$ cat config.mk
export PLATFORM = sky130hd
export DESIGN_NAME = jbhc_outq
export DESIGN_NICKNAME = d
export VERILOG_FILES = /design/src/design/jbhc_pkg.sv /design/src/design/jbhc_outq.sv
export SDC_FILE = /design/constraint.sdc
export NUM_CORES = 1
export LEC_CHECK = 0
export CAP_MARGIN = 20
export CORE_MARGIN = 1
export CORE_UTILIZATION = 29
export CTS_CLUSTER_DIAMETER = 50
export DETAILED_ROUTE_END_ITERATION = 8
export DONT_BUFFER_PORTS = 1
export GPL_ROUTABILITY_DRIVEN = 0
export GPL_TIMING_DRIVEN = 0
export PLACE_DENSITY_LB_ADDON = 0.08
export SLEW_MARGIN = 0
export SYNTH_ARGS = -nofsm -noshare
export SYNTH_HDL_FRONTEND = slang
export SYNTH_SLANG_ARGS = --single-unit
export TNS_END_PERCENT = 5
$ cat constraint.sdc
create_clock -name clk -period 3.3 [get_ports clk]
set_input_delay 0.33 -clock clk [delete_from_list [all_inputs] [get_ports clk]]
set_output_delay 0.33 -clock clk [all_outputs]
set_load 0.005 [all_outputs]
$ cat src/design/jbhc_pkg.sv
`timescale 1ns / 1ps
`default_nettype none

package jbhc_pkg;

    // Defaults for the top-level parameters.
    localparam int DEFAULT_COMPONENTS = 4;
    localparam int DEFAULT_COEFF_BITS = 12;

    // Fixed geometry of the coder.
    localparam int FIELD_BITS   = 12;
    localparam int BLOCK_SIZE   = 64;
    localparam int POS_W        = 6;
    localparam int RUN_W        = 6;
    localparam int DC_CATS      = 13;
    localparam int DC_SLOTS     = 16;
    localparam int AC_SYMS      = 256;
    localparam int MAX_CODE_LEN = 16;
    localparam int BITS_W       = 28;
    localparam int CNT_W        = 5;

    localparam logic [7:0] ZRL_SYMBOL = 8'hF0;
    localparam logic [7:0] EOB_SYMBOL = 8'h00;

    // Result queue geometry.
    localparam int QUEUE_DEPTH = 4;
    localparam int QP_W        = $clog2(QUEUE_DEPTH);
    localparam int QC_W        = $clog2(QUEUE_DEPTH + 1);

    // Input actions.
    localparam logic [1:0] ACT_CODE     = 2'd0;
    localparam logic [1:0] ACT_DC_WRITE = 2'd1;
    localparam logic [1:0] ACT_AC_WRITE = 2'd2;
    localparam logic [1:0] ACT_CLEAR    = 2'd3;

    // Kind of the main result of a coded coefficient.
    localparam logic [1:0] KIND_DC  = 2'd0;
    localparam logic [1:0] KIND_AC  = 2'd1;
    localparam logic [1:0] KIND_EOB = 2'd2;

    typedef struct packed {
        logic [4:0]  len;
        logic [15:0] code;
    } entry_t;

    typedef struct packed {
        logic       valid;
        logic       has_result;
        logic [1:0] kind;
        logic [3:0] nb;
        logic [11:0] extra;
        logic [1:0] zrl_cnt;
        entry_t     zrl;
    } info_t;

    typedef struct packed {
        logic [1:0]        zrl_cnt;
        logic [BITS_W-1:0] zrl_bits;
        logic [CNT_W-1:0]  zrl_count;
        logic              zrl_missing;
        logic [BITS_W-1:0] main_bits;
        logic [CNT_W-1:0]  main_count;
        logic              main_missing;
    } bundle_t;

    // Number of significant bits of a magnitude.
    function automatic logic [3:0] category(input logic [11:0] m);
        logic [3:0] n;
        n = 4'd0;
        for (int i = 0; i < 12; i++)
        begin
            if (m[i])
            begin
                n = 4'(i + 1);
            end
        end
        return n;
    endfunction

    function automatic logic [15:0] code_mask(input logic [4:0] len);
        logic [15:0] m;
        for (int i = 0; i < 16; i++)
        begin
            m[i] = 5'(i) < len;
        end
        return m;
    endfunction

    function automatic logic [11:0] extra_mask(input logic [3:0] nb);
        logic [11:0] m;
        for (int i = 0; i < 12; i++)
        begin
            m[i] = 4'(i) < nb;
        end
        return m;
    endfunction

endpackage

`default_nettype wire

$ cat src/design/jbhc_outq.sv
`timescale 1ns / 1ps
`default_nettype none

module jbhc_outq import jbhc_pkg::*; (
    input  wire logic              clk,
    input  wire logic              rst_n,
    input  wire info_t             info,
    input  wire entry_t            dc_rdata,
    input  wire entry_t            ac_rdata,
    output logic [QC_W-1:0]        q_count,
    output logic                   m_tvalid,
    input  wire logic              m_tready,
    output logic [BITS_W-1:0]      result_bits,
    output logic [CNT_W-1:0]       result_count,
    output logic                   result_missing,
    output logic                   m_tlast
);

    bundle_t           q_reg [QUEUE_DEPTH];
    logic [QP_W-1:0]   wr_ptr_reg, wr_ptr_next;
    logic [QP_W-1:0]   rd_ptr_reg, rd_ptr_next;
    logic [QC_W-1:0]   count_reg, count_next;
    logic [1:0]        sub_reg, sub_next;

    entry_t            main_e;
    logic [15:0]       main_code;
    logic [15:0]       zrl_code;
    bundle_t           bundle;
    bundle_t           head;
    logic              push;
    logic              fire;
    logic              at_main;
    logic              pop;

    // Assemble the Huffman code and the extra bits of one coded coefficient.
    assign main_e    = (info.kind == KIND_DC) ? dc_rdata : ac_rdata;
    assign main_code = main_e.code & code_mask(main_e.len);
    assign zrl_code  = info.zrl.code & code_mask(info.zrl.len);

    always_comb
    begin
        bundle.zrl_cnt      = info.zrl_cnt;
        bundle.zrl_bits     = BITS_W'(zrl_code);
        bundle.zrl_count    = info.zrl.len;
        bundle.zrl_missing  = info.zrl.len == '0;
        bundle.main_bits    = (BITS_W'(main_code) << info.nb) | BITS_W'(info.extra);
        bundle.main_count   = main_e.len + CNT_W'(info.nb);
        bundle.main_missing = main_e.len == '0;
    end

    assign push    = info.valid && info.has_result;
    assign head    = q_reg[rd_ptr_reg];
    assign at_main = sub_reg == head.zrl_cnt;
    assign fire    = m_tvalid && m_tready;
    assign pop     = fire && at_main;

    assign q_count        = count_reg;
    assign m_tvalid       = count_reg != '0;
    assign m_tlast        = at_main;
    assign result_bits    = at_main ? head.main_bits : head.zrl_bits;
    assign result_count   = at_main ? head.main_count : head.zrl_count;
    assign result_missing = at_main ? head.main_missing : head.zrl_missing;

    always_comb
    begin
        wr_ptr_next = push ? wr_ptr_reg + QP_W'(1) : wr_ptr_reg;
        rd_ptr_next = pop ? rd_ptr_reg + QP_W'(1) : rd_ptr_reg;
        count_next  = count_reg + QC_W'(push) - QC_W'(pop);
        sub_next    = sub_reg;
        if (fire)
        begin
            sub_next = at_main ? 2'd0 : sub_reg + 2'd1;
        end
    end

    always_ff @(posedge clk)
    begin
        if (push)
        begin
            q_reg[wr_ptr_reg] <= bundle;
        end
    end

    always_ff @(posedge clk or negedge rst_n)
    begin
        if (!rst_n)
        begin
            wr_ptr_reg <= '0;
            rd_ptr_reg <= '0;
            count_reg  <= '0;
            sub_reg    <= '0;
        end
        else
        begin
            wr_ptr_reg <= wr_ptr_next;
            rd_ptr_reg <= rd_ptr_next;
            count_reg  <= count_next;
            sub_reg    <= sub_next;
        end
    end

endmodule

`default_nettype wire
==> summary.txt <==
Yosys
  – Mapped Area: between 0.01 and 0.015 mm2
  – Yosys Warn Count: 0
  – Syn nets: approximately 830
  – Syn Inst Count: 725
  – Mean Syn Cell Area: about 16 um2
  – Largest cells by area after synthesis: edfxtp_1 (61%), mux4_2 (8.7%), mux2i_1 (5.0%), dfrtp_1 (2.0%), a221oi_1 (1.8%)
  – Number of flops mapped to enable cells by yosys: 232
  – Prevailing post-synth register cell: edfxtp_1
  – Yosys cell types: 72
  – Synth area leader: edfxtp_1
  – Fraction of registers with async set/reset: under 10%
  – Synthesized flop and latch total: between 200 and 250
  – Top cell type's share of synthesized area: 61.1%
  – Sequential fraction of the synthesis area: between 60 and 70%

GRT
  – Total GRT Usage: 16.3%
  – Vias in the first global route: 7131
  – First-pass GRT wire length: 48100 um
  – Initial antenna violation count: 5
  – Grt total ovfl: 0
  – Largest net degree at the start of global routing: 43

Routing
  – Initial drt markers: 420
  – Drt drc: 0
  – DR WL/cell: approximately 25 um
  – Post-DRT Antenna Nets: 0
  – Pre-antenna DRT Iters: 5
  – Vias per cell: between 5 and 6
  – Post-Route WL: between 30000 and 40000 um
  – Via Count: 6760

Worst setup path
  – Crit path DAT: 3590 ps
  – Crit path capture type: flop
  – CP Max Fanout: 10
  – Worst setup path category: reg -> reg
  – Critical Path RT: roughly 3700 ps
  – Startpoint class of the critical path: flop

STA
  – RSZ-0062 raised after global routing: true
  – Skew final: 23.9 ps
  – Final setup viols: 0
  – Setup ws final: 146 ps
  – Final hold vios: 0
  – Slew Viols, Final: 0
  – Tmin final: ~3200 ps
  – Final TNS setup: 0 ps
  – Worst hold slack: 39.3 ps
  – Pin slew with the least headroom to its limit: 1100 ps
  – Max Fclk: 317 MHz
  – Slew margin rel.: between 20% and 30%
  – Period utilization: between 90% and 100%

Floorplanning
  – Die Span Y: between 200 and 250 um
  – Core area: just under 0.04 mm2
  – Die width: 200 um
  – I/O Pins: between 100 and 150
  – Die area: 0.0401 mm2
  – Starting Density: 29.4%
  – Row count: 72

Clock network
  – Number of CTS-inserted buffers: 31
  – Clock Path Buffers: 3
  – Clock slew at reported path FFs: 60 ps
  – Post-CTS Setup Inserts: 0
  – Clock latency on the worst-skew pair: 570 ps
  – CTS tree: yes
  – H-tree levels: 1
  – Clk root buf: clkbuf_16
  – CTS Sinks: 241

Power and ir drop
  – Pwr dens: between 800 and 900 mW/mm2
  – LEAKAGE: 0.00463 uW
  – Max VDD drop: 0.000381 V

Run
  – Maxcap violations: 0

Finish
  – Layout cells sized above 1: 23.3%
  – Number of flip-flops under the largest register name: 232
  – Area delta synth->final: 18.0%
  – Fin nets: 873

Hold path
  – Worst Hold Class: in -> reg

Run status
  – Status: finished clean

Placed design
  – IO buf count: 0
  – Pre-CTS WS: -430 ps
  – Dpl hpwl: around 24000 um
-- synth_stat cells, drive strengths merged (3+ instances only) --
| cell type | count |
|---|---|
| and2 | 12 |
| nand2 | 26 |
| edfxtp | 232 |
| inv | 8 |
| a21boi | 6 |
| clkinv | 3 |
| clkbuf | 23 |
| a22oi | 3 |
| a211o | 5 |
| xnor2 | 8 |
| or3 | 3 |
| o21a | 7 |
| and3 | 16 |
| a21oi | 19 |
| a21o | 7 |
| mux2 | 10 |
| o31a | 5 |
| o22ai | 4 |
| nor2b | 10 |
| dfrtp | 9 |
| buf | 24 |
| nand3 | 12 |
| nor4 | 4 |
| a221oi | 27 |
| o211ai | 13 |
| o21ai | 18 |
| or3b | 8 |
| a31oi | 8 |
| nor3 | 6 |
| ha | 10 |
| mux4 | 44 |
| nor2 | 40 |
| mux2i | 57 |
| o311ai | 4 |
| a221o | 4 |
-- worst max-delay path, stage by stage, from the launching register on --
cell and delay [ps]:
dfrtp_2 450, mux4_2 550, xnor2_2 250, nand2_4 140, buf_4 240, nor2_2 250
ha_1 280, inv_1 60, ha_1 140, inv_1 50, fa_1 370, xnor2_1 140
xnor2_1 120
-- cell type report --
type                            instances  area [um2]
Antenna cell                            2        5.00
Buffer                                 47         272
Clock buffer                           34         787
Clock inverter                         23         211
Fill cell                            3758       25300
Inverter                               11        41.3
Multi-Input combinational cell        426        4090
Sequential cell                       241        7190
Tap cell                              518         648
Timing Repair Buffer                   15         210
-- path summary, 6_finish.rpt --
kind                          startpoint            end  slack [ps]  depth (start not counted)
setup / recovery           rd_ptr_reg[0]     q_count[2]         150                         12
hold / removal                  m_tready     sub_reg[0]          40                          3
setup reg to reg           rd_ptr_reg[0]     q_count[2]         150                         12
hold reg to reg            wr_ptr_reg[0]  wr_ptr_reg[0]         550                          1
max in group asynchronous          rst_n  rd_ptr_reg[0]        2770                          1
min in group asynchronous          rst_n     q_count[0]         170                          1
-- per-stage QoR --
stage / instances / power [uW] / utilization (%) / area [um2]
6_report: 1317 / 11200 / 34.8 / 13500
5_1_grt: 1315 / 11800 / 34.7 / 13500
4_1_cts: 1315 / 11300 / 34.7 / 13400
3_5_place_dp: 1248 / 7790 / 31.5 / 12200
3_3_place_gp: 1243 / 7680 / 31.1 / 12100
2_1_floorplan: 725 / 6490 / - / 11400
-- cells in the final DEF, fill, tap and decap left out, types with 5 or more instances in the layout --
master           n
a211o_1          5
a21o_1           7
a21oi_1         14
a221oi_1         8
a221oi_2        16
a31oi_1          7
and2_1           9
and3_1          12
buf_2           10
buf_4            9
buf_6            6
clkbuf_1        21
clkbuf_16       31
clkinv_1         7
clkinv_2         6
dfrtp_1          8
dlygate4sd3_1   10
edfxtp_1       232
ha_1            10
inv_1            8
inv_6            5
mux2_2           9
mux2i_1         57
mux4_2          44
nand2_1         23
nand3_1         12
nor2_1          38
nor2b_1         10
nor3_1           6
o211ai_1         9
o21a_1           7
o21ai_0         14
o31a_1           5
or3b_1           8
xnor2_1          6
-- report_power, final --
part	internal, uW	leakage, uW	switching [uW]	total [uW]
logic	1630	0.00192	2380	4010
registers	3780	0.00223	138	3910
clock network	1900	0.000481	1330	3230
total	7300	0.00463	3850	11200
-- per-layer routing --
metal	GRT usage (%)	vias to the layer above	wire (um)
met3	4.25	40	1990
li1	-	3060	-
met4	4.12	6	550
met5	0	-	41
met1	20.7	3466	14300
met2	27.4	188	15800
-- what timing repair did --
item | CTS | global route
pin swaps | 1 | 0
resized for setup | 39 | 5
setup endpoints to repair | 30 | 6
endpoints found under the hold margin | 40 | 0
hold buffers | 10 | 0
-- kinds of logic (layout without fill, tap and decap cells) --
logic type	Yosys count	in the layout	synth area share (%)
xor+xnor	10	10	0.768
flops	241	241	63.0
buf+inv	58	130	2.48
mux	111	111	14.7
other cells	0	2	0
fa+ha+maj	12	12	1.45
simple gates	145	145	7.01
compound gates	148	148	10.5
Note: power is estimated with default switching activity, not from simulation.
