==> src/design/jbhc_ram.sv <==
`timescale 1ns / 1ps
`default_nettype none

module jbhc_ram #(
    parameter int WIDTH = 21,
    parameter int DEPTH = 64
) (
    input  wire logic                                   clk,
    input  wire logic                                   we,
    input  wire logic [(DEPTH > 1 ? $clog2(DEPTH) : 1)-1:0] waddr,
    input  wire logic [WIDTH-1:0]                       wdata,
    input  wire logic [(DEPTH > 1 ? $clog2(DEPTH) : 1)-1:0] raddr,
    output logic      [WIDTH-1:0]                       rdata
);

    logic [WIDTH-1:0] mem [DEPTH];

    always_ff @(posedge clk)
    begin
        if (we)
        begin
            mem[waddr] <= wdata;
        end
        rdata <= mem[raddr];
    end

endmodule

`default_nettype wire

==> config.mk <==
export PLATFORM = sky130hd
export DESIGN_NAME = jbhc_ram
export DESIGN_NICKNAME = d
export VERILOG_FILES = /design/src/design/jbhc_ram.sv
export SDC_FILE = /design/constraint.sdc
export NUM_CORES = 1
export LEC_CHECK = 0
export BUFFER_PORTS_ARGS = -buffer_cell sky130_fd_sc_hd__buf_2
export CAP_MARGIN = 20
export CORE_ASPECT_RATIO = 1.4
export CORE_MARGIN = 5
export CORE_UTILIZATION = 56
export CTS_CLUSTER_DIAMETER = 200
export DETAILED_ROUTE_END_ITERATION = 10
export PLACE_DENSITY = 0.84
export SYNTH_ARGS = -nofsm -noshare
export SYNTH_HDL_FRONTEND = slang
export SYNTH_SLANG_ARGS = --single-unit
export TNS_END_PERCENT = 20
==> constraint.sdc <==
create_clock -name clk -period 2.63 [get_ports clk]
set_input_delay 0.3945 -clock clk [delete_from_list [all_inputs] [get_ports clk]]
set_output_delay 0.3945 -clock clk [all_outputs]
set_load 0.05 [all_outputs]
==> impl_summary.md, run 1 <==
Status
The run finished with clean final reports.

STA
The post-route clock skew is 0.0470 ns. At the pin with the least slew margin, the transition time is 1.01 ns. The minimum clock period is 2.33 ns. The count of final max-slew check failures is 0. The worst-case headroom to the max-slew limit is 0.328. Of the available clock period, the critical path in the final layout requires 0.886.

Setup total negative slack on the finished layout was measured at 0 ns. Derived from the worst setup path, the maximum achievable clock frequency is 0.429 GHz. The final number of hold-violating endpoints came to 0. Setup violations remaining at the end of the flow were counted as 0.

Setup repair after global routing left no endpoint under its margin.

Setup path
The startpoint identified for the worst register-to-register timing path is mem[2][15]. Walking the worst path, the cells encountered are buf_4 > buf_12 > nand3_1 > o221ai_1 > a21oi_1 > o21ai_0 > o31ai_1. The standard cell with the maximum stage delay on the critical path is sky130_fd_sc_hd__o221ai_1. The startpoint type of the worst setup path is an input pin. In this run the worst setup path begins at raddr[2]. The delay of the slowest critical-path stage is 0.74 ns.

On the critical path the largest part of the delay comes from compound AO/OA/AOI/OAI gates. The worst reg-to-reg setup slack is 0.31 ns. In this run the worst setup path terminates at rdata[3]. Counting both buffers and inverters, the worst setup path holds a total of 2.

The worst-case reg-to-reg path depth is 5. The total stage count of the critical path is 7. The endpoint required time on the critical path is 3.21 ns. The maximum fanout along the worst path is 43. The worst setup path is of the input pin to flop kind. In this run the critical register-to-register path is captured at rdata[15].

STA classifies the critical path endpoint as a flop. The arrival time reported for the critical path endpoint is 2.91 ns.

Clock tree
Clock latency on the worst-skew pair, taken at its later pin, is 0.74 ns. The cell chosen for the clock root is sky130_fd_sc_hd__clkbuf_16. In this run, CTS created clock tree buffers numbering 114.

TritonCTS built the clock tree. The number of gates given a new drive strength after cts is 0. The CTS H-tree depth is 3.

The clock transition at the registers of the reported paths is 0.07 ns. Clock tree synthesis found a total of 1365 sinks. The number of buffers on the longest clock path is 3.

The number of setup buffers added after CTS is 0.

Pwr
The worst ir drop on vdd is 549 µV. Of the total power, combinational logic draws 0.059. For this design the static power due to leakage is 18.8 nW.

The switching part of the total power is 0.220. The part of the total power dissipated in the clock network is 0.402. Power spread over the standard cell area amounts to 752 mW/mm². The net switching power is 9.87 mW. The internal power of the cells totals 35.0 mW. Of the total power, registers draw 0.539. After layout, the design draws a total of 44.9 mW.

Synth
The per-instance average area after synthesis is 23.6 µm². The number of enable-type register cells in the synthesized netlist is 1344. Counting every instance in the synthesized netlist gives 2190.

Counting every net in the synthesized netlist gives 2225. The fraction of synthesis flops using an asynchronous set or reset pin is 0. The synthesis-stage register bit count is 1365. The share of the yosys chip area belonging to registers is 0.789. Yosys mapped the design onto 35 distinct sky130hd cell types. The cell area that synthesis handed to floorplanning was 0.0517 mm².

The number of warnings printed during yosys synthesis is 0. The flip-flop cell with the highest count after synthesis is sky130_fd_sc_hd__edfxtp_1.

Layout
With fillers left out, the area of the finished cells amounts to 0.0596 mm². The layout-stage area growth over the synthesis result is 15.3%. The total number of nets in the final design is 2502. The fraction of layout instances using a drive strength above 1 is 0.347.

Routing
The wire length on met2 is 70000 µm. In the final routed layout, each cell accounts on average for 38.8 µm. The pre-antenna-repair detailed-routing pass consisted of 8 iterations. The top metal layer carrying routed signals is met5. The overall routed net length is 147000 µm.

The total length of routed met3 wires is 18200 µm. The number of DRC violations after detailed routing is 0. The final antenna-violating net count is 0. The routed metal-1 wire length is 43600 µm. The starting DRC count in detailed routing is 4564. The mean number of vias per cell is 7.12. The total number of vias is 26900.

Floorplan
From left edge to right edge, the die measures 267 µm. The total number of placement rows is 132. The die is 370 µm tall.

The starting utilization of the core area is 0.561. In this run the count of I/O pins placed on the die edge is 56. In this run the standard cell core region covers 0.0922 mm². The area enclosed by the die boundary is 0.0986 mm².

GRT
The pin count of the biggest net entering global routing is 65. The number of global-route vias before repair is 27400. The initial antenna violation count is 15. The total overflow left after global routing is 0. The global-route wire length before repair is 207000 µm. The total routing usage reported by global routing is 0.299.

Place
The HPWL after detailed placement is 80500 µm. The global placement routability congestion is 0.908. Summing all placed instances gives a cell area of 0.0556 mm². Buffers placed on the I/O ports in this run total 55.

Job
Across the run, the number of max-cap violations was 0.

Min path
The class of the worst hold path is input pin to flop.
## sequential cells by signal, summed over array words and instances, names as in the netlist
register / flops
rdata: 21
mem: 1344
## Yosys cell counts, types with 16 or more instances
library cell	instances	share of area
sky130_fd_sc_hd__o21ai_0	21	0.0020
sky130_fd_sc_hd__buf_2	24	0.0023
sky130_fd_sc_hd__buf_4	28	0.0041
sky130_fd_sc_hd__nor2b_1	25	0.0030
sky130_fd_sc_hd__a22oi_1	16	0.0023
sky130_fd_sc_hd__mux2i_1	51	0.0099
sky130_fd_sc_hd__mux4_2	356	0.16
sky130_fd_sc_hd__o22ai_1	18	0.0022
sky130_fd_sc_hd__dfxtp_1	21	0.0081
sky130_fd_sc_hd__o31ai_1	20	0.0029
sky130_fd_sc_hd__nand2_1	16	0.0012
sky130_fd_sc_hd__edfxtp_1	1344	0.78
sky130_fd_sc_hd__clkbuf_1	53	0.0038
sky130_fd_sc_hd__nor2_1	73	0.0053
sky130_fd_sc_hd__o221ai_1	34	0.0058
## how the worst min path moves through the flow
stage | start | to | slack, ns | cells past startpoint
2_1_floorplan | wdata[0] | mem[0][0] | 0.49 | 0
3_3_place_gp | wdata[8] | mem[10][8] | 0.61 | 1
3_5_place_dp | wdata[8] | mem[10][8] | 0.62 | 1
4_1_cts | wdata[6] | mem[11][6] | 0.10 | 1
5_1_grt | wdata[1] | mem[55][1] | 0.12 | 1
6_report | wdata[1] | mem[49][1] | 0.12 | 1
## logic make-up after synthesis
kind of cell    share of synthesized area
buf+inv                            0.0119
flops                               0.789
simple gates                       0.0146
compound gates                     0.0188
mux                                 0.166
## power by group through the flow
stage | Sequential (mW) | Clock (mW) | Combinational (mW)
2_1_floorplan | 24.7 | 0 | 1.16
3_3_place_gp | 24.6 | 0 | 2.41
3_5_place_dp | 24.6 | 0 | 2.52
4_1_cts | 24.2 | 18.0 | 2.60
5_1_grt | 24.2 | 19.0 | 2.72
6_report | 24.2 | 18.0 | 2.66
## layout by cell type (no fill, tap or decap), types with 4 or more instances in the layout
cell type / instances
sky130_fd_sc_hd__a211oi_1: 14
sky130_fd_sc_hd__a21oi_1: 14
sky130_fd_sc_hd__a22oi_1: 16
sky130_fd_sc_hd__buf_12: 70
sky130_fd_sc_hd__buf_2: 51
sky130_fd_sc_hd__buf_4: 154
sky130_fd_sc_hd__bufinv_16: 18
sky130_fd_sc_hd__clkbuf_1: 17
sky130_fd_sc_hd__clkbuf_16: 115
sky130_fd_sc_hd__clkinv_1: 15
sky130_fd_sc_hd__clkinv_2: 24
sky130_fd_sc_hd__clkinv_4: 4
sky130_fd_sc_hd__clkinvlp_4: 12
sky130_fd_sc_hd__dfxtp_1: 21
sky130_fd_sc_hd__diode_2: 7
sky130_fd_sc_hd__edfxtp_1: 1344
sky130_fd_sc_hd__mux2_2: 6
sky130_fd_sc_hd__mux2i_1: 51
sky130_fd_sc_hd__mux4_2: 356
sky130_fd_sc_hd__nand2_1: 16
sky130_fd_sc_hd__nand2b_1: 6
sky130_fd_sc_hd__nand3_1: 9
sky130_fd_sc_hd__nand3b_1: 6
sky130_fd_sc_hd__nor2_1: 11
sky130_fd_sc_hd__nor2_2: 62
sky130_fd_sc_hd__nor2b_1: 25
sky130_fd_sc_hd__o21ai_0: 21
sky130_fd_sc_hd__o221ai_1: 34
sky130_fd_sc_hd__o22ai_1: 18
sky130_fd_sc_hd__o31ai_1: 20
sky130_fd_sc_hd__or4_1: 6
## per-layer routing
layer / global-route usage / vias to the layer above
met4: 0.222 / 12
met1: 0.365 / 13600
met5: 0.00400 / -
met3: 0.0695 / 691
li1: - / 9965
met2: 0.469 / 2671
## stage by stage
step	instances	setup slack [ns]	hold slack (ns)	utilization
after global routing	3774	0.305	0.124	0.647
after global placement	3555	-0.0522	0.612	0.604
after detailed placement	3556	-0.139	0.618	0.604
after floorplan	2190	-0.176	0.493	-
final	3780	0.299	0.122	0.647
after CTS	3773	0.391	0.104	0.647
## cell type report
type	count	area [µm²]
sequential	1365	40800
clock buffer	135	2980
tap	1206	1510
multi-input combinational	707	10500
fill	5349	32500
antenna	7	17.5
clock inverter	81	981
timing repair buffer	279	2860
## repair_timing
action                                 CTS  global route
endpoints found under the hold margin    1             0
hold buffers                             1             0
setup endpoints to repair                0             0
Power figures use the tool's default switching activity.
==> run 2, diff against run 1 <==
--- a/config.mk
+++ b/config.mk
@@ -7,7 +7,6 @@
 export LEC_CHECK = 0
 export BUFFER_PORTS_ARGS = -buffer_cell sky130_fd_sc_hd__buf_2
 export CAP_MARGIN = 20
-export CORE_ASPECT_RATIO = 1.4
 export CORE_MARGIN = 5
 export CORE_UTILIZATION = 56
 export CTS_CLUSTER_DIAMETER = 200
==> impl_summary.md, run 2 (synthesized netlist as in run 1, its figures left out) <==
Floorplan
The total I/O pin count is 56 (unchanged). The area enclosed by the die boundary is 0.0985 mm² (about the same). The starting utilization of the core area is 0.564 (+0.00303). The y dimension of the die is 314 µm (-15%). The area of the core came to 0.0917 mm² (-0.54%).

The width of the chip is 314 µm (+18%). The total number of placement rows came to 111 (-16%).

Routing
The routed length per placed instance is 39.9 µm (+3.0%). The first-pass iteration count of the detailed router came to 6 (-2). The final antenna-violating net count is 0 (unchanged). The number of DRC violations after detailed routing is 0 (unchanged). The mean number of vias per cell is 7.24 (+1.6%).

The starting DRC count in detailed routing was 5041 (+10%). The total number of vias is 27300 (+1.2%). The overall routed net length came to 150000 µm (+2.6%).

GRT
The layer flagged by global routing as most heavily used is met2. The global-route wire length before repair is 212000 µm (+2.4%). The number of global-route vias before repair is 27700 (+0.97%). The total routing usage reported by global routing is 0.307 (+0.00782).

The initial antenna violation count is 17 (+2). The met3 routing resource usage after global routing is 0.0986 (+0.0291). The met2 usage in global routing is 0.485 (+0.0155). The pin count of the biggest net entering global routing is 65 (unchanged). The routing usage on met1 is 0.378 (+0.0132). The total congestion overflow after global routing was 0 (unchanged).

STA
The count of final setup violators is 0 (unchanged). The maximum clock frequency is 0.408 GHz (-4.8%). The final number of hold-violating endpoints came to 0 (unchanged). The minimum clock period is 2.45 ns (+0.117 ns).

The post-route clock skew was 0.0279 ns (-0.0191 ns). The setup slack of the critical path after layout is 0.182 ns (-0.117 ns). Setup repair after global routing left no endpoint under its margin. The count of final max-slew check failures is 0 (unchanged). The transition at the pin with the smallest max-transition slack is 1.14 ns (+0.131 ns). The post-route clock period utilization is 0.931 (+0.0445). The smallest hold slack is 0.0878 ns (-0.0337 ns). The accumulated negative setup slack came to 0 ns (unchanged). The worst-case headroom to the max-slew limit is 0.236 (-0.0913).

Setup path
The kind of capture point of the worst setup path is a flop. The maximum fanout along the worst path is 9 (-79%). The worst-case reg-to-reg path depth was 5 (unchanged).

The worst reg-to-reg setup slack is 0.20 ns (-0.11 ns). STA classifies the critical path startpoint as an input pin. In this run the critical register-to-register path is captured at rdata[0]. The critical path starts at raddr[0].

The arrival time reported for the critical path endpoint was 3.01 ns (+0.10 ns). The reg-to-reg critical path startpoint is mem[16][0]. The endpoint required time on the critical path is 3.19 ns (-0.02 ns). The setup path with the least slack is of type input pin to flop. In this run the worst setup path terminates at rdata[0].

Layout
The register with the highest flop count is mem. The total number of nets in the final design is 2502 (unchanged). The core occupancy in the finished layout is 0.650 (+0.00339). The largest registers in the layout are mem (1344), rdata (21). The library cell used most frequently in the layout, excluding fill and tap cells, is sky130_fd_sc_hd__edfxtp_1. The layout-stage area growth over the synthesis result was 15.3% (about the same).

In the layout the commonest cells are sky130_fd_sc_hd__edfxtp_1 (1344), sky130_fd_sc_hd__mux4_2 (356), sky130_fd_sc_hd__buf_4 (150). The flip-flop count of the largest register, all copies and words added is 1344 (unchanged). The fraction of layout instances using a drive strength above 1 is 0.346 (-0.000779).

Status
The run finished with clean final reports.

Clock tree
The cell chosen for the clock root is sky130_fd_sc_hd__clkbuf_16. The CTS H-tree depth came to 3 (unchanged). The number of setup buffers added after CTS came to 0 (unchanged). The TritonCTS clock tree is yes. The clock latency reported for the late side of the worst-skew pair is 0.72 ns (-0.02 ns). The number of buffers inserted during clock tree synthesis is 119 (+4.4%). The clock transition at the registers of the reported paths came to 0.07 ns (about the same). The number of buffers on the longest clock path was 3 (unchanged). The number of clock sinks is 1365 (unchanged).

Pwr
The total power divided by cell area is 754 mW/mm² (+0.25%). The leakage power came to 18.8 nW (+0.14%). The worst ir drop on vdd is 734 µV (+34%).

Job
The number of maximum-capacitance constraint violations was 0 (unchanged).

Min path
In this run the worst hold path is classified as input pin to flop.

Place
The global placement routability congestion is 0.898 (-1.0%). The placed wire-length estimate after detailed placement came to 79900 µm (-0.69%). The count of port buffers added during placement is 55 (unchanged). The worst slack at placement was -0.565 ns (-0.427 ns).
[run 2: cell count changes in the layout (fill, tap and decap cells not counted), moves of 5 or more]
cell	delta
sky130_fd_sc_hd__clkinvlp_4	-10
sky130_fd_sc_hd__clkinv_2	+9
sky130_fd_sc_hd__clkbuf_16	+7
sky130_fd_sc_hd__clkbuf_1	+6
sky130_fd_sc_hd__clkbuf_8	+5
sky130_fd_sc_hd__diode_2	+5
[run 2: worst min path at each step]
| stage | startpoint | endpoint | slack (ns) | cells after the start |
|---|---|---|---|---|
| 2_1_floorplan | wdata[0] | mem[0][0] | 0.49 | 0 |
| 3_3_place_gp | wdata[9] | mem[42][9] | 0.78 | 1 |
| 3_5_place_dp | wdata[9] | mem[47][9] | 0.79 | 1 |
| 4_1_cts | wdata[9] | mem[45][9] | 0.05 | 1 |
| 5_1_grt | wdata[9] | mem[45][9] | 0.06 | 1 |
| 6_report | wdata[9] | mem[45][9] | 0.09 | 1 |
[run 2: layout make-up]
class | instances | area (µm²)
timing repair buffer | 274 | 2820
multi-input combinational | 707 | 10500
fill | 5235 | 32000
tap | 1186 | 1480
clock buffer | 153 | 3250
sequential | 1365 | 40800
antenna | 12 | 30.0
clock inverter | 68 | 747
[run 2: critical path, cell delays in order]
cell and delay [ns]:
sky130_fd_sc_hd__buf_8 0.18, sky130_fd_sc_hd__buf_4 0.25, sky130_fd_sc_hd__buf_4 0.26, sky130_fd_sc_hd__mux4_2 0.55, sky130_fd_sc_hd__mux4_2 0.48, sky130_fd_sc_hd__nor2_1 0.31
sky130_fd_sc_hd__or4_1 0.41, sky130_fd_sc_hd__o31ai_1 0.16
[run 2: stage by stage]
step	instances	power, mW	area (µm²)
global route	3756	46.0	59600
global placement	3529	27.0	55600
floorplan	2190	25.9	51700
CTS	3752	44.9	59600
detailed placement	3531	27.1	55600
finish	3765	45.0	59600
[run 2: routing by layer]
metal | vias up | routed length, µm
met5 | - | 347
met4 | 14 | 11200
met3 | 650 | 21100
met2 | 2676 | 72100
met1 | 13900 | 45500
li1 | 9974 | -
[run 2: repair_timing]
item                       CTS  global route
gates resized for setup      0             2
setup endpoints to repair    0             2
hold buffers                 0             0
[run 2: power breakdown]
group	leakage, nW	switching (mW)	internal (mW)
registers	12.3	0.122	24.1
logic	4.59	1.71	0.946
clock network	1.98	8.02	10.1
total	18.8	9.85	35.1
