===== src/design/jbhc_pkg.sv =====
`timescale 1ns / 1ps
`default_nettype none

package jbhc_pkg;

    // Defaults for the top-level parameters.
    localparam int DEFAULT_COMPONENTS = 4;
    localparam int DEFAULT_COEFF_BITS = 12;

    // Fixed geometry of the coder.
    localparam int FIELD_BITS   = 12;
    localparam int BLOCK_SIZE   = 64;
    localparam int POS_W        = 6;
    localparam int RUN_W        = 6;
    localparam int DC_CATS      = 13;
    localparam int DC_SLOTS     = 16;
    localparam int AC_SYMS      = 256;
    localparam int MAX_CODE_LEN = 16;
    localparam int BITS_W       = 28;
    localparam int CNT_W        = 5;

    localparam logic [7:0] ZRL_SYMBOL = 8'hF0;
    localparam logic [7:0] EOB_SYMBOL = 8'h00;

    // Result queue geometry.
    localparam int QUEUE_DEPTH = 4;
    localparam int QP_W        = $clog2(QUEUE_DEPTH);
    localparam int QC_W        = $clog2(QUEUE_DEPTH + 1);

    // Input actions.
    localparam logic [1:0] ACT_CODE     = 2'd0;
    localparam logic [1:0] ACT_DC_WRITE = 2'd1;
    localparam logic [1:0] ACT_AC_WRITE = 2'd2;
    localparam logic [1:0] ACT_CLEAR    = 2'd3;

    // Kind of the main result of a coded coefficient.
    localparam logic [1:0] KIND_DC  = 2'd0;
    localparam logic [1:0] KIND_AC  = 2'd1;
    localparam logic [1:0] KIND_EOB = 2'd2;

    typedef struct packed {
        logic [4:0]  len;
        logic [15:0] code;
    } entry_t;

    typedef struct packed {
        logic       valid;
        logic       has_result;
        logic [1:0] kind;
        logic [3:0] nb;
        logic [11:0] extra;
        logic [1:0] zrl_cnt;
        entry_t     zrl;
    } info_t;

    typedef struct packed {
        logic [1:0]        zrl_cnt;
        logic [BITS_W-1:0] zrl_bits;
        logic [CNT_W-1:0]  zrl_count;
        logic              zrl_missing;
        logic [BITS_W-1:0] main_bits;
        logic [CNT_W-1:0]  main_count;
        logic              main_missing;
    } bundle_t;

    // Number of significant bits of a magnitude.
    function automatic logic [3:0] category(input logic [11:0] m);
        logic [3:0] n;
        n = 4'd0;
        for (int i = 0; i < 12; i++)
        begin
            if (m[i])
            begin
                n = 4'(i + 1);
            end
        end
        return n;
    endfunction

    function automatic logic [15:0] code_mask(input logic [4:0] len);
        logic [15:0] m;
        for (int i = 0; i < 16; i++)
        begin
            m[i] = 5'(i) < len;
        end
        return m;
    endfunction

    function automatic logic [11:0] extra_mask(input logic [3:0] nb);
        logic [11:0] m;
        for (int i = 0; i < 12; i++)
        begin
            m[i] = 4'(i) < nb;
        end
        return m;
    endfunction

endpackage

`default_nettype wire


===== src/design/jbhc_front.sv =====
`timescale 1ns / 1ps
`default_nettype none

module jbhc_front import jbhc_pkg::*; #(
    parameter int COMPONENTS = DEFAULT_COMPONENTS,
    parameter int COEFF_BITS = DEFAULT_COEFF_BITS
) (
    input  wire logic                                  clk,
    input  wire logic                                  rst_n,
    input  wire logic                                  s_tvalid,
    output logic                                       s_tready,
    input  wire logic [1:0]                            action,
    input  wire logic [1:0]                            component,
    input  wire logic signed [FIELD_BITS-1:0]          coefficient,
    input  wire logic [7:0]                            symbol,
    input  wire logic [4:0]                            code_length,
    input  wire logic [15:0]                           code_bits,
    input  wire logic [QC_W-1:0]                       q_count,
    output logic                                       clearing,
    output logic                                       dc_we,
    output logic [$clog2(COMPONENTS * DC_SLOTS)-1:0]   dc_waddr,
    output entry_t                                     dc_wdata,
    output logic [$clog2(COMPONENTS * DC_SLOTS)-1:0]   dc_raddr,
    output logic                                       ac_we,
    output logic [$clog2(COMPONENTS * AC_SYMS)-1:0]    ac_waddr,
    output entry_t                                     ac_wdata,
    output logic [$clog2(COMPONENTS * AC_SYMS)-1:0]    ac_raddr,
    output info_t                                      info
);

    localparam int CW       = COMPONENTS > 1 ? $clog2(COMPONENTS) : 1;
    localparam int DC_AW    = $clog2(COMPONENTS * DC_SLOTS);
    localparam int AC_AW    = $clog2(COMPONENTS * AC_SYMS);
    localparam int AC_DEPTH = COMPONENTS * AC_SYMS;
    localparam int SAT_W    = COEFF_BITS < FIELD_BITS ? COEFF_BITS : FIELD_BITS;

    localparam logic [2:0]                   COMP_LIMIT = 3'(COMPONENTS);
    localparam logic [CW-1:0]                COMP_LAST  = CW'(COMPONENTS - 1);
    localparam logic signed [FIELD_BITS-1:0] SAT_HI = FIELD_BITS'((1 << (SAT_W - 1)) - 1);
    localparam logic signed [FIELD_BITS-1:0] SAT_LO = FIELD_BITS'(-(1 << (SAT_W - 1)));
    localparam logic [AC_AW-1:0]             CLR_LAST = AC_AW'(AC_DEPTH - 1);

    logic signed [FIELD_BITS-1:0] pred_reg  [COMPONENTS];
    logic signed [FIELD_BITS-1:0] pred_next [COMPONENTS];
    entry_t                       zrl_reg   [COMPONENTS];
    entry_t                       zrl_next  [COMPONENTS];
    logic [POS_W-1:0]             pos_reg, pos_next;
    logic [RUN_W-1:0]             run_reg, run_next;
    logic                         clearing_reg, clearing_next;
    logic [AC_AW-1:0]             clr_cnt_reg, clr_cnt_next;
    info_t                        info_reg, info_next;

    logic                         accept;
    logic [CW-1:0]                comp_eff;
    logic [4:0]                   len_clamped;
    entry_t                       wr_entry;
    logic signed [FIELD_BITS-1:0] c_sat;
    logic signed [FIELD_BITS-1:0] pred_cur;
    logic                         at_dc;
    logic                         at_end;
    logic signed [FIELD_BITS:0]   diff;
    logic signed [FIELD_BITS:0]   val;
    logic signed [FIELD_BITS:0]   mag_full;
    logic signed [FIELD_BITS:0]   ones;
    logic [3:0]                   nb;
    logic [11:0]                  extra;
    logic [1:0]                   kind;
    logic [7:0]                   ac_sym_rd;
    logic [CW+3:0]                dc_full_r;
    logic [CW+3:0]                dc_full_w;
    logic [CW+7:0]                ac_full_r;
    logic [CW+7:0]                ac_full_w;
    logic [QC_W-1:0]              occupancy;

    assign accept    = s_tvalid && s_tready;
    assign occupancy = q_count + QC_W'(info_reg.valid);
    assign s_tready  = !clearing_reg && (occupancy < QC_W'(QUEUE_DEPTH));
    assign clearing  = clearing_reg;
    assign info      = info_reg;

    assign comp_eff    = ({1'b0, component} >= COMP_LIMIT) ? COMP_LAST : component[CW-1:0];
    assign len_clamped = (code_length > 5'(MAX_CODE_LEN)) ? 5'(MAX_CODE_LEN) : code_length;
    assign wr_entry    = '{len: len_clamped, code: code_bits};

    always_comb
    begin
        if (coefficient > SAT_HI)
        begin
            c_sat = SAT_HI;
        end
        else if (coefficient < SAT_LO)
        begin
            c_sat = SAT_LO;
        end
        else
        begin
            c_sat = coefficient;
        end
    end

    assign pred_cur = pred_reg[comp_eff];
    assign at_dc    = pos_reg == '0;
    assign at_end   = pos_reg == POS_W'(BLOCK_SIZE - 1);

    // The DC term codes its difference from the predictor, an AC term itself.
    assign diff     = {c_sat[FIELD_BITS-1], c_sat} - {pred_cur[FIELD_BITS-1], pred_cur};
    assign val      = at_dc ? diff : {c_sat[FIELD_BITS-1], c_sat};
    assign mag_full = val[FIELD_BITS] ? -val : val;
    assign nb       = category(mag_full[11:0]);
    assign ones     = val[FIELD_BITS] ? val - 13'sd1 : val;
    assign extra    = ones[11:0] & extra_mask(nb);

    always_comb
    begin
        if (at_dc)
        begin
            kind = KIND_DC;
        end
        else if (c_sat == '0)
        begin
            kind = KIND_EOB;
        end
        else
        begin
            kind = KIND_AC;
        end
    end

    assign ac_sym_rd = (kind == KIND_EOB) ? EOB_SYMBOL : {run_reg[3:0], nb};
    assign dc_full_r = {comp_eff, nb};
    assign dc_full_w = {comp_eff, symbol[3:0]};
    assign ac_full_r = {comp_eff, ac_sym_rd};
    assign ac_full_w = {comp_eff, symbol};

    assign dc_raddr = dc_full_r[DC_AW-1:0];
    assign ac_raddr = ac_full_r[AC_AW-1:0];

    assign dc_we    = clearing_reg ||
                      (accept && action == ACT_DC_WRITE && symbol < 8'(DC_CATS));
    assign dc_waddr = clearing_reg ? clr_cnt_reg[DC_AW-1:0] : dc_full_w[DC_AW-1:0];
    assign dc_wdata = clearing_reg ? '0 : wr_entry;
    assign ac_we    = clearing_reg || (accept && action == ACT_AC_WRITE);
    assign ac_waddr = clearing_reg ? clr_cnt_reg : ac_full_w[AC_AW-1:0];
    assign ac_wdata = clearing_reg ? '0 : wr_entry;

    always_comb
    begin
        info_next.valid      = accept;
        info_next.has_result = accept && action == ACT_CODE &&
                               (at_dc || c_sat != '0 || at_end);
        info_next.kind       = kind;
        info_next.nb         = nb;
        info_next.extra      = extra;
        info_next.zrl_cnt    = (kind == KIND_AC) ? run_reg[5:4] : 2'd0;
        info_next.zrl        = zrl_reg[comp_eff];
    end

    always_comb
    begin
        pos_next  = pos_reg;
        run_next  = run_reg;
        pred_next = pred_reg;
        zrl_next  = zrl_reg;
        if (accept)
        begin
            unique case (action)
                ACT_CODE:
                begin
                    pos_next = pos_reg + POS_W'(1);
                    if (at_dc)
                    begin
                        pred_next[comp_eff] = c_sat;
                        run_next = '0;
                    end
                    else if (c_sat == '0)
                    begin
                        run_next = at_end ? '0 : run_reg + RUN_W'(1);
                    end
                    else
                    begin
                        run_next = '0;
                    end
                end
                ACT_DC_WRITE:
                begin
                    pos_next = pos_reg;
                end
                ACT_AC_WRITE:
                begin
                    if (symbol == ZRL_SYMBOL)
                    begin
                        zrl_next[comp_eff] = wr_entry;
                    end
                end
                ACT_CLEAR:
                begin
                    for (int i = 0; i < COMPONENTS; i++)
                    begin
                        pred_next[i] = '0;
                    end
                end
                default:
                begin
                    pos_next = pos_reg;
                end
            endcase
        end
    end

    // After reset every table entry is swept to length zero.
    always_comb
    begin
        clearing_next = clearing_reg;
        clr_cnt_next  = clr_cnt_reg;
        if (clearing_reg)
        begin
            clr_cnt_next = clr_cnt_reg + AC_AW'(1);
            if (clr_cnt_reg == CLR_LAST)
            begin
                clearing_next = 1'b0;
            end
        end
    end

    always_ff @(posedge clk or negedge rst_n)
    begin
        if (!rst_n)
        begin
            pos_reg      <= '0;
            run_reg      <= '0;
            clearing_reg <= 1'b1;
            clr_cnt_reg  <= '0;
            info_reg     <= '0;
            for (int i = 0; i < COMPONENTS; i++)
            begin
                pred_reg[i] <= '0;
                zrl_reg[i]  <= '0;
            end
        end
        else
        begin
            pos_reg      <= pos_next;
            run_reg      <= run_next;
            clearing_reg <= clearing_next;
            clr_cnt_reg  <= clr_cnt_next;
            info_reg     <= info_next;
            pred_reg     <= pred_next;
            zrl_reg      <= zrl_next;
        end
    end

endmodule

`default_nettype wire


===== config.mk =====
export PLATFORM = sky130hd
export DESIGN_NAME = jbhc_front
export DESIGN_NICKNAME = d
export VERILOG_FILES = /design/src/design/jbhc_pkg.sv /design/src/design/jbhc_front.sv
export SDC_FILE = /design/constraint.sdc
export NUM_CORES = 1
export LEC_CHECK = 0
export BUFFER_PORTS_ARGS = -buffer_cell sky130_fd_sc_hd__buf_2
export CAP_MARGIN = 20
export CORE_AREA = 3 3 136 138
export CTS_CLUSTER_SIZE = 16
export DETAILED_ROUTE_END_ITERATION = 7
export DIE_AREA = 0 0 139 141
export GPL_ROUTABILITY_DRIVEN = 0
export HOLD_SLACK_MARGIN = 0.05
export PLACE_DENSITY_LB_ADDON = 0.3
export REMOVE_ABC_BUFFERS = 1
export SLEW_MARGIN = 30
export SYNTH_ARGS = -nofsm -noshare
export SYNTH_HDL_FRONTEND = slang
export SYNTH_SLANG_ARGS = --single-unit

===== constraint.sdc =====
create_clock -name clk -period 14 [get_ports clk]
set_clock_uncertainty 0.15 [all_clocks]
set_input_delay 2.8 -clock clk [delete_from_list [all_inputs] [get_ports clk]]
set_output_delay 2.8 -clock clk [all_outputs]
set_load 0.02 [all_outputs]

==> reports/results.ini <==
[timing]
relSlewSlack = 0.3341
fin_crit_ns = 10.25
timing.fmax_mhz = 97.56
worst_pin_slew_ns = 0.9922
hold_ws_ns = 0.3283
worst_slack_ns = 3.750
final-hold-violation-count = 0
slew_violations = 0
fin_crit_sh = 0.7322
fin_tns_setup_ns = 0
rsz0062_at_grt = false
setup_violations = 0

[clocking]
cts_buffer_depth = 2
clockRootBuffer = clkbuf_16
cts.clk_slew.worst_paths_ns = 0.07
cts_tree = built
cts_setup_buffers = 0
cts_resized = 0
ctsHoldBuffers = 0
clk_latency_ns = 0.43
cts_buffers = 17
h-tree-depth = 4
cts_sinks = 198

[setup_path]
path_max_fanout = 20
required_ns = 11.05
worstRegToRegCells = 15
critPathLaunchType = input pin
critPathKind = input pin to output port
slowest_delay_ns = 0.57
timing.rr.start = pos_reg[3]
cp_cell_sequence = buf_2 > mux4_2 > inv_1 > ha_1 > a21o_1 > a2111oi_2 > o22ai_1 > or2_1 > or3_1 > a21oi_1 > nor3_1 > o22ai_1 > a221oi_1 > o21ai_1 > nor2_1 > buf_2
slowest_stage = mux4_2
regToRegSetupSlack_ns = 9.33
endpoint_kind = output port
critPathLaunch = component[0]
r2r-end = info[23]
worstPathArrival_ns = 7.30

[logic_synthesis]
ys.flop_type = dfrtp_1
ys_ff_latch = 198
avgSynthCellArea_um2 = 11.67
ys_types = 86
netlist.area_leader.share = 0.4737
synthesis.area_mm2 = 0.01041
synth_area_leaders = dfrtp_1 (47%), mux2_2 (8.1%), mux4_2 (7.1%)
ys_seq_area_frac = 0.4763
ys.warnings.count = 0
syn_inst = 892
yosys-top-cells-count = dfrtp_1 (197), mux2_2 (75), nand2_1 (61)
synthArstFlopShare = 1.000
synth_edf_count = 0
synth_area_leader_cell = dfrtp_1
synthMostInstantiatedCell = dfrtp_1

[die]
rows = 48
die_area_mm2 = 0.01960
initial_core_util = 0.6016
die_h_um = 141
die_w_um = 139
ioPinCount = 172
core-area_mm2 = 0.01730

[pwr]
cellPowerDensity_mw_per_mm2 = 140.7
internal_power_mw = 1.064
switching_share = 0.3558
vdd_drop_max_mv = 0.1288
p_leak_nw = 5.641
seqPwrFrac = 0.386
clkPwrFrac = 0.298
p_sw_mw = 0.5876
comb_power_share = 0.315
power_mw = 1.651

[route]
drt_iter0_markers = 538
drcViolationCount = 0
wl_per_cell_um = 18.37
drtAntennaViolNets = 0
vias = 7396
dr.pass1.iters = 5
routed_wl_um = 22700
vias_per_cell = 5.984

[cells_and_area]
nets = 1067
postLayoutCellArea_mm2 = 0.01174
largest_reg_flops = 84
nFillCells = 1264
diodes = 0
drive_gt1_frac = 0.3600
multi_input_area_mm2 = 0.004868
final_util = 0.6787
final_cells = 1236
seq_area_mm2 = 0.004956
synthToLayoutAreaGrowth_pct = 12.82

[placed_design]
place_ws_ns = 3.784
dp_hpwl_um = 15490
dpl_cell_area_mm2 = 0.01110
io_buffer_count = 171
dp_cells = 1203

[hold_path]
hp-start = zrl_reg[61]
hold_path_end = zrl_reg[61]
hold-path-cell-count = 2
hp-class = flip-flop to flip-flop

[global_routing]
grt_first_pass_wirelength_um = 37570
antenna_found_initial = 0
grt_usage = 0.2355
grt_overflow = 0
grt_pass1_vias = 7401
grt_max_degree = 125

[status]
status = complete, no violations

[job]
drv_cap = 0

==> cells by family (layout without fill, tap and decap cells) <==
family	after synthesis	count (layout)	synth area share
multiplexers	111	111	0.1555
AO/OA/AOI/OAI	180	180	0.1362
adder cells (fa/ha/maj)	18	18	0.02236
XOR/XNOR	32	32	0.02765
AND/OR/NAND/NOR	237	237	0.1241
buffers and inverters	116	235	0.05795
flip-flops	198	198	0.4763
==> power groups by stage <==
stage	registers, mW	clock network (mW)	logic (mW)
2_1_floorplan	0.676	0	0.339
3_3_place_gp	0.647	0	0.507
3_5_place_dp	0.650	0	0.515
4_1_cts	0.638	0.500	0.518
5_1_grt	0.643	0.524	0.566
6_report	0.638	0.493	0.521
==> worst max-delay path by stage <==
stage          cells after the start          end  slack, ns
3_5_place_dp                      16  dc_raddr[0]       3.78
4_1_cts                           16  dc_raddr[0]       3.77
5_1_grt                           16  dc_raddr[0]       3.39
2_1_floorplan                     14  dc_raddr[2]       4.72
3_3_place_gp                      16  dc_raddr[0]       3.90
6_report                          16  dc_raddr[0]       3.75
==> final cells by class <==
cell class | count | share of cell area
flip-flops and latches | 198 | 0.4221
multi-input cells | 578 | 0.4147
repair buffers | 177 | 0.07961
clock buffers | 17 | 0.03624
well taps | 225 | 0.02398
clock inverters | 15 | 0.01503
inverters | 26 | 0.008313
==> per-layer routing <==
| metal | global-route usage | share of wire | vias up |
|---|---|---|---|
| li1 | - | - | 3426 |
| met1 | 0.3227 | 0.44 | 3663 |
| met2 | 0.3861 | 0.48 | 265 |
| met3 | 0.04037 | 0.059 | 42 |
| met4 | 0.08084 | 0.022 | 0 |
| met5 | 0 | 0 | - |
==> worst max-delay path: cells and delay by family <==
| family | cells | cell delay [ns] |
|---|---|---|
| adder cells (fa/ha/maj) | 1 | 0.28 |
| buffers and inverters | 3 | 0.72 |
| AND/OR/NAND/NOR | 4 | 1.13 |
| multiplexers | 1 | 0.57 |
| AO/OA/AOI/OAI | 7 | 1.78 |
==> layout by cell type (no fill, tap or decap), types with 5 or more instances in the layout <==
cell / instances
a211oi_1: 5
a21oi_1: 23
a22o_1: 49
and2_1: 17
and3_1: 10
buf_2: 170
clkbuf_16: 17
dfrtp_1: 197
ha_1: 17
inv_1: 25
inv_6: 7
mux2_2: 75
mux4_2: 33
nand2_1: 57
nand2_2: 6
nand2b_1: 10
nand3_1: 13
nand4_1: 10
nor2_1: 38
nor2b_1: 24
nor3_1: 16
nor4_1: 7
o21a_1: 6
o21ai_0: 34
xnor2_1: 27
Note: power is estimated with default switching activity, not from simulation.
